$ cat config.mk
export PLATFORM = sky130hd
export DESIGN_NAME = ppm_ascii_image_parser_flat
export DESIGN_NICKNAME = d
export VERILOG_FILES = /design/src/sv/ppmp_pkg.sv /design/src/sv/ppmp_in_if.sv /design/src/sv/ppmp_out_if.sv /design/src/sv/ppmp_front.sv /design/src/sv/ppmp_fifo.sv /design/src/sv/ppmp_back.sv /design/src/sv/ppm_ascii_image_parser.sv /design/src/flat_wrapper.sv
export SDC_FILE = /design/constraint.sdc
export NUM_CORES = 1
export LEC_CHECK = 0
export ABC_AREA = 1
export BUFFER_PORTS_ARGS = -buffer_cell sky130_fd_sc_hd__buf_4
export CELL_PAD_IN_SITES_DETAIL_PLACEMENT = 2
export CELL_PAD_IN_SITES_GLOBAL_PLACEMENT = 2
export CORE_MARGIN = 4
export CORE_UTILIZATION = 36
export CTS_CLUSTER_SIZE = 28
export DETAILED_ROUTE_END_ITERATION = 6
export GPL_ROUTABILITY_DRIVEN = 0
export PLACE_DENSITY_LB_ADDON = 0.12
export SYNTH_ARGS = -nofsm -noshare
export SYNTH_HDL_FRONTEND = slang
export SYNTH_SLANG_ARGS = --single-unit
export TNS_END_PERCENT = 10
$ cat constraint.sdc
create_clock -name clk_i -period 6.45 [get_ports clk_i]
set_clock_uncertainty 0.2 [all_clocks]
set_input_delay 1.935 -clock clk_i [delete_from_list [all_inputs] [get_ports clk_i]]
set_output_delay 1.935 -clock clk_i [all_outputs]
set_load 0.1 [all_outputs]
$ cat src/sv/ppmp_pkg.sv
`timescale 1ns / 1ps
package ppmp_pkg;

  localparam int unsigned MAX_DIM = 4096;
  // A dimension above 4096 is flagged as too large (E_BIG).
  localparam int unsigned DIM_CAP = (MAX_DIM < 4096) ? MAX_DIM : 4096;
  localparam int unsigned QUEUE_DEPTH = 2;

  // Record kinds
  localparam logic [2:0] K_WIDTH  = 3'd0;
  localparam logic [2:0] K_HEIGHT = 3'd1;
  localparam logic [2:0] K_MAXVAL = 3'd2;
  localparam logic [2:0] K_SAMPLE = 3'd3;
  localparam logic [2:0] K_DONE   = 3'd4;
  localparam logic [2:0] K_ERROR  = 3'd5;

  // Error codes
  localparam logic [2:0] E_NONE   = 3'd0;
  localparam logic [2:0] E_MAGIC  = 3'd1;
  localparam logic [2:0] E_HEADER = 3'd2;
  localparam logic [2:0] E_DIMS   = 3'd3;
  localparam logic [2:0] E_MAXVAL = 3'd4;
  localparam logic [2:0] E_SHORT  = 3'd5;
  localparam logic [2:0] E_RANGE  = 3'd6;
  localparam logic [2:0] E_BIG    = 3'd7;

  // Token event from the tokenizer to the record engine
  typedef struct packed {
    logic        eos;       // end of stream
    logic        has_tok;   // a token ended with this event
    logic        magic_ok;  // token is exactly "P3"
    logic        num_ok;    // well-formed signed 32-bit decimal
    logic        negative;
    logic [31:0] magnitude;
  } tok_ev_t;

  typedef struct packed {
    logic [2:0]  kind;
    logic [12:0] value;
    logic [2:0]  code;
    logic        last;
  } rec_t;

  function automatic rec_t mk_rec(logic [2:0] kind, logic [12:0] value,
                                  logic [2:0] code, logic last);
    rec_t r;
    r.kind  = kind;
    r.value = value;
    r.code  = code;
    r.last  = last;
    return r;
  endfunction

endpackage

$ cat src/sv/ppmp_in_if.sv
`timescale 1ns / 1ps
interface ppmp_in_if;
  logic       valid;
  logic       ready;
  logic [7:0] char_code;
  logic       end_of_stream;

  modport source (output valid, output char_code, output end_of_stream, input ready);
  modport sink   (input valid, input char_code, input end_of_stream, output ready);
endinterface

$ cat src/sv/ppmp_out_if.sv
`timescale 1ns / 1ps
interface ppmp_out_if;
  logic        valid;
  logic        ready;
  logic [2:0]  record_kind;
  logic [12:0] out_value;
  logic [2:0]  fault_code;
  logic        last_record;

  modport source (output valid, output record_kind, output out_value,
                  output fault_code, output last_record, input ready);
  modport sink   (input valid, input record_kind, input out_value,
                  input fault_code, input last_record, output ready);
endinterface

$ cat src/sv/ppmp_front.sv
`timescale 1ns / 1ps
module ppmp_front (
  input  logic               clk_i,
  input  logic               rst_ni,
  ppmp_in_if.sink            in_if,
  input  logic               full_i,
  output logic               push_o,
  output ppmp_pkg::tok_ev_t  ev_o
);
  import ppmp_pkg::*;

  logic        in_token_q, in_token_d;
  logic        in_comment_q, in_comment_d;
  logic        neg_q, neg_d;
  logic [31:0] mag_q, mag_d;
  logic        num_inv_q, num_inv_d;
  logic        digits_q, digits_d;
  logic [1:0]  len_q, len_d;
  logic        magic_inv_q, magic_inv_d;

  logic       accept;
  logic       is_space;
  logic [7:0] c;

  assign in_if.ready = !full_i;
  assign accept      = in_if.valid && in_if.ready;
  assign c           = in_if.char_code;
  assign is_space    = (c == 8'd32) || (c >= 8'd9 && c <= 8'd13);

  always_comb begin
    logic        fresh;
    logic [1:0]  pos;
    logic        neg_s, inv_s, dig_s, minv_s;
    logic [31:0] mag_s;
    logic [35:0] v;
    logic [35:0] lim;

    in_token_d   = in_token_q;
    in_comment_d = in_comment_q;
    neg_d        = neg_q;
    mag_d        = mag_q;
    num_inv_d    = num_inv_q;
    digits_d     = digits_q;
    len_d        = len_q;
    magic_inv_d  = magic_inv_q;
    push_o       = 1'b0;

    fresh  = !in_token_q;
    pos    = fresh ? 2'd0 : len_q;
    neg_s  = fresh ? 1'b0 : neg_q;
    inv_s  = fresh ? 1'b0 : num_inv_q;
    dig_s  = fresh ? 1'b0 : digits_q;
    minv_s = fresh ? 1'b0 : magic_inv_q;
    mag_s  = fresh ? 32'd0 : mag_q;
    v      = ({4'd0, mag_s} << 3) + ({4'd0, mag_s} << 1) + 36'(c - 8'd48);
    lim    = neg_s ? 36'h080000000 : 36'h07FFFFFFF;

    ev_o.eos       = in_if.end_of_stream;
    ev_o.has_tok   = in_token_q;
    ev_o.magic_ok  = !magic_inv_q && (len_q == 2'd2);
    ev_o.num_ok    = !num_inv_q && digits_q;
    ev_o.negative  = neg_q;
    ev_o.magnitude = mag_q;

    if (accept) begin
      if (in_if.end_of_stream) begin
        push_o       = 1'b1;
        in_token_d   = 1'b0;
        in_comment_d = 1'b0;
        neg_d        = 1'b0;
        mag_d        = 32'd0;
        num_inv_d    = 1'b0;
        digits_d     = 1'b0;
        len_d        = 2'd0;
        magic_inv_d  = 1'b0;
      end else if (in_comment_q) begin
        if (c == 8'd10) in_comment_d = 1'b0;
      end else if (is_space) begin
        if (in_token_q) begin
          push_o     = 1'b1;
          in_token_d = 1'b0;
        end
      end else if (fresh && c == 8'd35) begin
        in_comment_d = 1'b1;
      end else begin
        in_token_d  = 1'b1;
        len_d       = (pos == 2'd3) ? 2'd3 : pos + 2'd1;
        magic_inv_d = minv_s || !((pos == 2'd0 && c == 8'd80) ||
                                  (pos == 2'd1 && c == 8'd51));
        neg_d       = neg_s;
        mag_d       = mag_s;
        num_inv_d   = inv_s;
        digits_d    = dig_s;
        if (c >= 8'd48 && c <= 8'd57) begin
          digits_d = 1'b1;
          if (v > lim) num_inv_d = 1'b1;
          else if (!inv_s) mag_d = v[31:0];
        end else if (pos == 2'd0 && (c == 8'd45 || c == 8'd43)) begin
          neg_d = (c == 8'd45);
        end else begin
          num_inv_d = 1'b1;
        end
      end
    end
  end

  always_ff @(posedge clk_i or negedge rst_ni) begin
    if (!rst_ni) begin
      in_token_q   <= 1'b0;
      in_comment_q <= 1'b0;
      neg_q        <= 1'b0;
      mag_q        <= 32'd0;
      num_inv_q    <= 1'b0;
      digits_q     <= 1'b0;
      len_q        <= 2'd0;
      magic_inv_q  <= 1'b0;
    end else begin
      in_token_q   <= in_token_d;
      in_comment_q <= in_comment_d;
      neg_q        <= neg_d;
      mag_q        <= mag_d;
      num_inv_q    <= num_inv_d;
      digits_q     <= digits_d;
      len_q        <= len_d;
      magic_inv_q  <= magic_inv_d;
    end
  end

endmodule

$ cat src/sv/ppmp_fifo.sv
`timescale 1ns / 1ps
module ppmp_fifo (
  input  logic               clk_i,
  input  logic               rst_ni,
  input  logic               push_i,
  input  ppmp_pkg::tok_ev_t  data_i,
  output logic               full_o,
  input  logic               pop_i,
  output ppmp_pkg::tok_ev_t  data_o,
  output logic               empty_o
);
  import ppmp_pkg::*;

  localparam int unsigned AW = $clog2(QUEUE_DEPTH);

  tok_ev_t         mem_q [QUEUE_DEPTH];
  logic [AW-1:0]   wptr_q, rptr_q;
  logic [AW:0]     cnt_q;

  assign full_o  = (cnt_q == (AW + 1)'(QUEUE_DEPTH));
  assign empty_o = (cnt_q == '0);
  assign data_o  = mem_q[rptr_q];

  always_ff @(posedge clk_i) begin
    if (push_i) mem_q[wptr_q] <= data_i;
  end

  always_ff @(posedge clk_i or negedge rst_ni) begin
    if (!rst_ni) begin
      wptr_q <= '0;
      rptr_q <= '0;
      cnt_q  <= '0;
    end else begin
      if (push_i) wptr_q <= (wptr_q == AW'(QUEUE_DEPTH - 1)) ? '0 : wptr_q + 1'b1;
      if (pop_i)  rptr_q <= (rptr_q == AW'(QUEUE_DEPTH - 1)) ? '0 : rptr_q + 1'b1;
      cnt_q <= cnt_q + (AW + 1)'(push_i) - (AW + 1)'(pop_i);
    end
  end

endmodule

$ cat src/sv/ppmp_back.sv
`timescale 1ns / 1ps
module ppmp_back (
  input  logic               clk_i,
  input  logic               rst_ni,
  input  logic               empty_i,
  input  ppmp_pkg::tok_ev_t  ev_i,
  output logic               pop_o,
  ppmp_out_if.source         out_if
);
  import ppmp_pkg::*;

  typedef enum logic [2:0] {
    PH_MAGIC, PH_WIDTH, PH_HEIGHT, PH_MAXV, PH_SAMPLES, PH_HALT
  } phase_e;

  typedef enum logic [1:0] {S_IDLE, S_DIV, S_OUT} st_e;

  st_e         st_q, st_d;
  phase_e      phase_q, phase_d;
  logic        dims_bad_q, dims_bad_d;
  logic        dims_big_q, dims_big_d;
  logic [12:0] width_q, width_d;
  logic [12:0] height_q, height_d;
  logic [7:0]  max_q, max_d;
  logic [25:0] left_q, left_d;
  rec_t        rec1_q, rec1_d;
  rec_t        rec2_q, rec2_d;
  logic        has2_q, has2_d;
  logic        eos_pend_q, eos_pend_d;
  logic [9:0]  rem_q, rem_d;
  logic [7:0]  low_q, low_d;
  logic [7:0]  quo_q, quo_d;
  logic [2:0]  cnt_q, cnt_d;

  logic [9:0]  den;
  logic [25:0] pixels3;
  logic        godiv;

  assign den     = {1'b0, max_q, 1'b0};
  assign pixels3 = 26'((width_q * height_q) * 3);

  assign out_if.valid       = (st_q == S_OUT);
  assign out_if.record_kind = rec1_q.kind;
  assign out_if.out_value   = rec1_q.value;
  assign out_if.fault_code  = rec1_q.code;
  assign out_if.last_record = rec1_q.last;

  always_comb begin
    logic        hv, ev;
    rec_t        hrec, erec;
    logic [2:0]  ecode;
    phase_e      ph;
    logic        v_le0, v_big, v_gt255, v_neg;
    logic [12:0] clamp;
    logic [16:0] num;
    logic [9:0]  sh;
    logic        qb;
    logic [7:0]  qv;
    logic [25:0] left_n;

    st_d       = st_q;
    phase_d    = phase_q;
    dims_bad_d = dims_bad_q;
    dims_big_d = dims_big_q;
    width_d    = width_q;
    height_d   = height_q;
    max_d      = max_q;
    left_d     = left_q;
    rec1_d     = rec1_q;
    rec2_d     = rec2_q;
    has2_d     = has2_q;
    eos_pend_d = eos_pend_q;
    rem_d      = rem_q;
    low_d      = low_q;
    quo_d      = quo_q;
    cnt_d      = cnt_q;
    pop_o      = 1'b0;
    godiv      = 1'b0;

    hv    = 1'b0;
    ev    = 1'b0;
    ecode = E_NONE;
    ph    = phase_q;
    hrec  = mk_rec(K_WIDTH, 13'd0, E_NONE, 1'b0);
    v_neg   = ev_i.negative && (ev_i.magnitude != 32'd0);
    v_le0   = ev_i.negative || (ev_i.magnitude == 32'd0);
    v_big   = !ev_i.negative && (ev_i.magnitude > 32'(DIM_CAP));
    v_gt255 = !ev_i.negative && (ev_i.magnitude > 32'd255);
    clamp   = ev_i.negative ? 13'd0 :
              (ev_i.magnitude > 32'd8191) ? 13'd8191 : ev_i.magnitude[12:0];
    num     = 17'(ev_i.magnitude[7:0]) * 17'd510 + 17'(max_q);
    sh      = {rem_q[8:0], low_q[7]};
    qb      = (sh >= den);
    qv      = {quo_q[6:0], qb};
    left_n  = left_q - 26'(left_q != 26'd0);

    case (st_q)
      S_IDLE: begin
        if (!empty_i) begin
          pop_o = 1'b1;
          if (phase_q != PH_HALT && (!ev_i.eos || ev_i.has_tok)) begin
            case (phase_q)
              PH_MAGIC: begin
                if (!ev_i.magic_ok) begin
                  ev = 1'b1; ecode = E_MAGIC;
                end else ph = PH_WIDTH;
              end
              PH_WIDTH, PH_HEIGHT: begin
                if (!ev_i.num_ok) begin
                  ev = 1'b1; ecode = E_HEADER;
                end else begin
                  hv   = 1'b1;
                  hrec = mk_rec((phase_q == PH_WIDTH) ? K_WIDTH : K_HEIGHT,
                                clamp, E_NONE, 1'b0);
                  if (v_le0) dims_bad_d = 1'b1;
                  if (v_big) dims_big_d = 1'b1;
                  if (phase_q == PH_WIDTH) begin
                    width_d = clamp; ph = PH_HEIGHT;
                  end else begin
                    height_d = clamp; ph = PH_MAXV;
                  end
                end
              end
              PH_MAXV: begin
                if (!ev_i.num_ok) begin
                  ev = 1'b1; ecode = E_HEADER;
                end else begin
                  hv   = 1'b1;
                  hrec = mk_rec(K_MAXVAL, clamp, E_NONE, 1'b0);
                  if (dims_bad_q) begin
                    ev = 1'b1; ecode = E_DIMS;
                  end else if (v_le0 || v_gt255) begin
                    ev = 1'b1; ecode = E_MAXVAL;
                  end else if (dims_big_q) begin
                    ev = 1'b1; ecode = E_BIG;
                  end else begin
                    max_d  = ev_i.magnitude[7:0];
                    left_d = pixels3;
                    ph     = PH_SAMPLES;
                  end
                end
              end
              PH_SAMPLES: begin
                if (!ev_i.num_ok) begin
                  ev = 1'b1; ecode = E_SHORT;
                end else if (v_neg || (!ev_i.negative &&
                             ev_i.magnitude > {24'd0, max_q}) || max_q == 8'd0) begin
                  ev = 1'b1; ecode = E_RANGE;
                end else godiv = 1'b1;
              end
              default: ;
            endcase
          end
          // unfinished image at end of stream
          if (ev_i.eos && !godiv && !ev) begin
            case (ph)
              PH_MAGIC:   begin ev = 1'b1; ecode = E_MAGIC; end
              PH_SAMPLES: begin ev = 1'b1; ecode = E_SHORT; end
              PH_HALT:    ;
              default:    begin ev = 1'b1; ecode = E_HEADER; end
            endcase
          end
          erec = mk_rec(K_ERROR, 13'd0, ecode, 1'b1);
          if (godiv) begin
            st_d       = S_DIV;
            eos_pend_d = ev_i.eos;
            rem_d      = {1'b0, num[16:8]};
            low_d      = num[7:0];
            quo_d      = 8'd0;
            cnt_d      = 3'd0;
          end else begin
            phase_d = ev ? PH_HALT : ph;
            if (hv || ev) begin
              st_d   = S_OUT;
              rec1_d = hv ? hrec : erec;
              rec2_d = erec;
              has2_d = hv && ev;
            end
            if (ev_i.eos) begin
              phase_d    = PH_MAGIC;
              dims_bad_d = 1'b0;
              dims_big_d = 1'b0;
              width_d    = 13'd0;
              height_d   = 13'd0;
              max_d      = 8'd0;
              left_d     = 26'd0;
            end
          end
        end
      end
      S_DIV: begin
        rem_d = qb ? sh - den : sh;
        low_d = {low_q[6:0], 1'b0};
        quo_d = qv;
        cnt_d = cnt_q + 3'd1;
        if (cnt_q == 3'd7) begin
          st_d   = S_OUT;
          rec1_d = mk_rec(K_SAMPLE, {5'd0, qv}, E_NONE, 1'b0);
          left_d = left_n;
          has2_d = 1'b0;
          if (left_n == 26'd0) begin
            rec2_d  = mk_rec(K_DONE, 13'd0, E_NONE, 1'b1);
            has2_d  = 1'b1;
            phase_d = PH_HALT;
          end else if (eos_pend_q) begin
            rec2_d  = mk_rec(K_ERROR, 13'd0, E_SHORT, 1'b1);
            has2_d  = 1'b1;
            phase_d = PH_HALT;
          end
          if (eos_pend_q) begin
            phase_d    = PH_MAGIC;
            dims_bad_d = 1'b0;
            dims_big_d = 1'b0;
            width_d    = 13'd0;
            height_d   = 13'd0;
            max_d      = 8'd0;
            left_d     = 26'd0;
          end
        end
      end
      S_OUT: begin
        if (out_if.ready) begin
          if (has2_q) begin
            rec1_d = rec2_q;
            has2_d = 1'b0;
          end else st_d = S_IDLE;
        end
      end
      default: st_d = S_IDLE;
    endcase
  end

  always_ff @(posedge clk_i or negedge rst_ni) begin
    if (!rst_ni) begin
      st_q       <= S_IDLE;
      phase_q    <= PH_MAGIC;
      dims_bad_q <= 1'b0;
      dims_big_q <= 1'b0;
      width_q    <= 13'd0;
      height_q   <= 13'd0;
      max_q      <= 8'd0;
      left_q     <= 26'd0;
      has2_q     <= 1'b0;
      eos_pend_q <= 1'b0;
      cnt_q      <= 3'd0;
    end else begin
      st_q       <= st_d;
      phase_q    <= phase_d;
      dims_bad_q <= dims_bad_d;
      dims_big_q <= dims_big_d;
      width_q    <= width_d;
      height_q   <= height_d;
      max_q      <= max_d;
      left_q     <= left_d;
      has2_q     <= has2_d;
      eos_pend_q <= eos_pend_d;
      cnt_q      <= cnt_d;
    end
  end

  always_ff @(posedge clk_i) begin
    rec1_q <= rec1_d;
    rec2_q <= rec2_d;
    rem_q  <= rem_d;
    low_q  <= low_d;
    quo_q  <= quo_d;
  end

`ifndef ASSERT_OFF
  a_div_rem: assert property (@(posedge clk_i) disable iff (!rst_ni)
    (st_q == S_DIV) |-> (rem_q < den))
    else $error("divider remainder not below divisor");
  a_eos_rearm: assert property (@(posedge clk_i) disable iff (!rst_ni)
    (st_q == S_IDLE && pop_o && ev_i.eos && !godiv) |=> (phase_q == PH_MAGIC))
    else $error("end of stream did not rearm parser");
  a_second_rec: assert property (@(posedge clk_i) disable iff (!rst_ni)
    (st_q == S_OUT && has2_q && out_if.ready) |=> (st_q == S_OUT))
    else $error("second record dropped");
  a_left_nonzero: assert property (@(posedge clk_i) disable iff (!rst_ni)
    (phase_q == PH_SAMPLES) |-> (left_q != 26'd0))
    else $error("sample phase with no samples left");
`endif

endmodule

$ cat src/sv/ppm_ascii_image_parser.sv
`timescale 1ns / 1ps
// A header record passes from the tokenizer through the token queue into the record register;
// a sample record also passes through the radix-2 scaling divider before it leaves.
// Throughput: one character per cycle while the 2-entry token queue has room; the record
// engine takes one token at a time and holds it through the divider, through a second
// record and through any output stall.
// Reset: rst_ni is asynchronous, active low, clears all control state; no clearing pass.
module ppm_ascii_image_parser (
  input  logic       clk_i,
  input  logic       rst_ni,
  ppmp_in_if.sink    in_if,
  ppmp_out_if.source out_if
);
  import ppmp_pkg::*;

  // Tokenizer -> queue -> record engine. The queue carries one entry per
  // finished token or end of stream, so the tokenizer keeps taking
  // characters while the engine divides or waits on the output, as long as the queue has room.
  logic    push, full, pop, empty;
  tok_ev_t ev_in, ev_out;

  ppmp_front u_front (
    .clk_i  (clk_i),
    .rst_ni (rst_ni),
    .in_if  (in_if),
    .full_i (full),
    .push_o (push),
    .ev_o   (ev_in)
  );

  ppmp_fifo u_fifo (
    .clk_i   (clk_i),
    .rst_ni  (rst_ni),
    .push_i  (push),
    .data_i  (ev_in),
    .full_o  (full),
    .pop_i   (pop),
    .data_o  (ev_out),
    .empty_o (empty)
  );

  // Header checks, sample scaling, done and error records.
  ppmp_back u_back (
    .clk_i   (clk_i),
    .rst_ni  (rst_ni),
    .empty_i (empty),
    .ev_i    (ev_out),
    .pop_o   (pop),
    .out_if  (out_if)
  );

endmodule

$ cat src/flat_wrapper.sv
// flat-port wrapper written by rule: the top's interface ports become plain ports
module ppm_ascii_image_parser_flat import ppmp_pkg::*;
  (clk_i, rst_ni, in_if_valid, in_if_char_code, in_if_end_of_stream, in_if_ready, out_if_valid, out_if_record_kind, out_if_out_value, out_if_fault_code, out_if_last_record, out_if_ready);
  ppmp_in_if in_if_i ();
  ppmp_out_if out_if_i ();
  input  logic clk_i;
  input  logic rst_ni;
  input wire logic [$bits(in_if_i.valid)-1:0] in_if_valid;
  input wire logic [$bits(in_if_i.char_code)-1:0] in_if_char_code;
  input wire logic [$bits(in_if_i.end_of_stream)-1:0] in_if_end_of_stream;
  output wire logic [$bits(in_if_i.ready)-1:0] in_if_ready;
  output wire logic [$bits(out_if_i.valid)-1:0] out_if_valid;
  output wire logic [$bits(out_if_i.record_kind)-1:0] out_if_record_kind;
  output wire logic [$bits(out_if_i.out_value)-1:0] out_if_out_value;
  output wire logic [$bits(out_if_i.fault_code)-1:0] out_if_fault_code;
  output wire logic [$bits(out_if_i.last_record)-1:0] out_if_last_record;
  input wire logic [$bits(out_if_i.ready)-1:0] out_if_ready;
  assign in_if_i.valid = in_if_valid;
  assign in_if_i.char_code = in_if_char_code;
  assign in_if_i.end_of_stream = in_if_end_of_stream;
  assign in_if_ready = in_if_i.ready;
  assign out_if_valid = out_if_i.valid;
  assign out_if_record_kind = out_if_i.record_kind;
  assign out_if_out_value = out_if_i.out_value;
  assign out_if_fault_code = out_if_i.fault_code;
  assign out_if_last_record = out_if_i.last_record;
  assign out_if_i.ready = out_if_ready;
  ppm_ascii_image_parser u_core (.clk_i(clk_i), .rst_ni(rst_ni), .in_if(in_if_i), .out_if(out_if_i));
endmodule
==> results.sh <==
export IMPL_synthCells=3290
export IMPL_ys_ff_latch=237
export IMPL_portion_of_synthesized_cell_area_occupied_by_the_leading_cell_type=0.146
export IMPL_grt_start_max_net_pins=48
export IMPL_final_setup_viol_count=15
export IMPL_yosys_cell_types_count=61
export IMPL_tightestPinTransition_ns=1.17
export IMPL_timing_max_slew_rel_slack=0.219
export IMPL_drt_first_pass_iters=7
export IMPL_max_stage_delay_ns=0.62
export IMPL_report_final_slew_viol_count=0
export IMPL_cts_htree_levels=1
export IMPL_postCtsHoldBufs=0
export IMPL_endpoint_kind="flip-flop"
export IMPL_post_route_drc_count=0
export IMPL_startpoint_type="flip-flop"
export IMPL_fp_dieArea_um2=74600
export IMPL_layout_cell_share_with_drive_strength_beyond_1=0.189
export IMPL_worst_setup_path_type="flip-flop to flip-flop"
export IMPL_arrival_ns=7.62
export IMPL_timing_setup_tns_ns=-7.87
export IMPL_cts_buffer_depth=3
export IMPL_synth_async_sr_flop_share=0.489
export IMPL_unrepaired_setup_endpoints_after_global_routing="true"
export IMPL_layout_nets=4089
export IMPL_grt_pass1_vias=28834
export IMPL_grt_antenna_before_repair=0
export IMPL_floorplan_initialDensity=0.366
export IMPL_area_growth_syn_to_layout_pct=24.3
export IMPL_numCtsBuffers=30
export IMPL_clock_tree_from_tritoncts="built"
export IMPL_timing_critical_path_slowest_stage_cell="fa_1"
export IMPL_dpl_cell_area_um2=29400
export IMPL_critical_path_peak_fanout=4
export IMPL_worst_hold_path_type="flip-flop to flip-flop"
export IMPL_seq_area_frac_synth=0.258
export IMPL_syn_area_per_cell_um2=7.69
export IMPL_insertedDiodeCount=0
export IMPL_drt_antenna_violating_nets=0
export IMPL_initial_drc_count=1153
export IMPL_floorplan_core_area_um2=69200
export IMPL_route_vias_total=24523
export IMPL_setup_ws_ns=-0.894
export IMPL_commonest_register_cell_after_synthesis="edfxtp_1"
export IMPL_num_io_pins=35
export IMPL_clk_latency_ns=0.58
export IMPL_drv_cap=0
export IMPL_fp_row_count=96
export IMPL_synth_edf_count=121
export IMPL_status="finished, violations left"
export IMPL_yosysTopAreaCell="fa_1"
export IMPL_post_dp_hpwl_um=78900
export IMPL_cts_root_buf="clkbuf_16"
export IMPL_die_width_um=273
export IMPL_design_area_um2=31500
export IMPL_wl_um=104000
export IMPL_die_height_um=273
export IMPL_fmax_ghz=0.136
export IMPL_final_critical_path_share_of_the_clock_period=1.14
export IMPL_syn_cell_area_um2=25300
export IMPL_routedWlPerCell_um=22.7
export IMPL_final_hold_viols=0
export IMPL_vias_per_cell=5.33
export IMPL_quantity_of_i_o_buffers_inserted_on_ports=34
export IMPL_netlist_top_cells_area="fa_1, edfxtp_1, nand2_1"
export IMPL_cts_sink_count=237
export IMPL_global_route_wire_length_before_repair_um=162000
export IMPL_synth_warning_count=0
export IMPL_timing_critical_path_required_ns=6.73
export IMPL_grt_usage=0.273
export IMPL_final_period_minus_worst_setup_slack_ns=7.34
export IMPL_clk_pin_slew_worst_paths_ns=0.07
export IMPL_globalRoute_totalOverflow=0
export IMPL_violations_in_the_final_reports="negative setup slack"
export IMPL_syn_nets=3729
cell type report:
class / count / area [µm²]
well taps: 931 / 1160
multi-input cells: 2344 / 17100
clock buffers: 35 / 832
fillers: 7871 / 37700
flip-flops and latches: 237 / 6560
repair buffers: 415 / 3180
clock inverters: 21 / 304
inverters: 622 / 2340
state kept, by name, indices dropped and copies added (netlist names), 2 cells and up:
register	count
u_core.u_fifo.mem_q	74
u_core.u_front.mag_q	32
u_core.u_back.left_q	26
u_core.u_back.height_q	13
u_core.u_back.out_if.out_value	13
u_core.u_back.width_q	13
u_core.u_back.rem_q	9
u_core.u_back.low_q	8
u_core.u_back.max_q	8
u_core.u_back.quo_q	7
u_core.u_back.rec2_q	4
u_core.u_back.cnt_q	3
u_core.u_back.out_if.fault_code	3
u_core.u_back.out_if.record_kind	3
u_core.u_back.phase_q	3
u_core.u_back.st_q	2
u_core.u_fifo.cnt_q	2
u_core.u_front.len_q	2
stage by stage:
step | setup WS (ns) | hold WS, ns | utilization | cells
after global routing | -1.09 | 0.324 | 0.455 | 4605
after CTS | -0.367 | 0.301 | 0.450 | 4601
after detailed placement | -0.886 | 0.292 | 0.424 | 4527
after floorplan | -0.0448 | 0.240 | - | 3290
after global placement | -0.700 | 0.279 | 0.424 | 4527
final | -0.894 | 0.305 | 0.455 | 4605
worst paths after layout:
path / start / to / slack (ns) / cells after the start
min in group asynchronous: rst_ni / u_core.u_back.left_q[19] / 1.12 / 1
worst max-delay path: u_core.u_back.height_q[3] / u_core.u_back.left_q[19] / -0.89 / 33
max in group asynchronous: rst_ni / u_core.u_front.magic_inv_q / 3.82 / 2
worst min-delay path: u_core.u_front.mag_q[12] / u_core.u_fifo.mem_q[0][12] / 0.30 / 0
worst min register to register: u_core.u_front.mag_q[12] / u_core.u_fifo.mem_q[0][12] / 0.30 / 0
worst max register to register: u_core.u_back.height_q[3] / u_core.u_back.left_q[19] / -0.89 / 33
cells by family after synthesis:
logic type / count (synthesis) / synth area share
XOR/XNOR: 114 / 0.0394
flip-flops: 237 / 0.258
multiplexers: 4 / 0.00158
adder cells (fa/ha/maj): 426 / 0.265
AND/OR/NAND/NOR: 1265 / 0.207
AO/OA/AOI/OAI: 535 / 0.122
buffers and inverters: 709 / 0.107
what timing repair did:
| action | in CTS | in global routing |
|---|---|---|
| pin swaps | 41 | 16 |
| endpoints found under the setup margin | 16 | 55 |
| buffers inserted | 18 | 4 |
| gates resized for setup | 95 | 75 |
Yosys cell counts (3+ instances only):
| cell | n |
|---|---|
| nand2_1 | 822 |
| inv_1 | 616 |
| ha_1 | 241 |
| o21ai_0 | 195 |
| nor2_1 | 186 |
| fa_1 | 185 |
| a21oi_1 | 164 |
| nand3_1 | 128 |
| edfxtp_1 | 121 |
| dfrtp_1 | 116 |
| xor2_1 | 80 |
| clkbuf_1 | 68 |
| nand4_1 | 41 |
| nor3_1 | 38 |
| o211ai_1 | 34 |
| xnor2_1 | 34 |
| o22ai_1 | 21 |
| o21ai_1 | 16 |
| o21bai_1 | 16 |
| a21o_1 | 14 |
| a22oi_1 | 14 |
| a31oi_1 | 13 |
| buf_2 | 13 |
| or2_2 | 12 |
| nor4_1 | 11 |
| o21a_1 | 7 |
| nor2_2 | 6 |
| a211oi_1 | 5 |
| o22a_1 | 5 |
| a21boi_0 | 4 |
| a21oi_2 | 4 |
| inv_2 | 4 |
| mux2i_1 | 4 |
| nor3b_1 | 4 |
| o2111ai_1 | 4 |
| o31ai_1 | 4 |
| a22o_1 | 3 |
| buf_6 | 3 |
| nand2_2 | 3 |
| o21ai_2 | 3 |
| or2_1 | 3 |
routing by layer:
| layer | GRT usage | up-vias | part of all wire |
|---|---|---|---|
| met5 | 0 | - | 0 |
| met4 | 0.110 | 0 | 0.050 |
| met3 | 0.0248 | 265 | 0.028 |
| met2 | 0.514 | 486 | 0.52 |
| met1 | 0.317 | 12512 | 0.40 |
| li1 | - | 11260 | - |
cell usage in the layout, fill, tap and decap left out, types with 69 or more instances in the layout:
cell	netlist	routed
fa_1	185	184
nor2_1	186	167
a21oi_1	164	131
inv_1	616	601
dfrtp_1	116	101
o21ai_0	195	177
buf_4	2	405
nand2_1	822	807
xor2_1	80	69
ha_1	241	204
edfxtp_1	121	121
nand3_1	128	121
worst max-delay path: cells and delay by family, from the launching register on:
kind            cells  cell delay, ns
fa+ha+maj           7            3.28
compound gates      7            1.17
flops               1            0.45
buf+inv            11            1.09
xor+xnor            2            0.33
simple gates        6            0.75
Power is left out: the tool's default activity adds up to more than one toggle a clock period on the data nets, which glitch-free logic cannot reach.
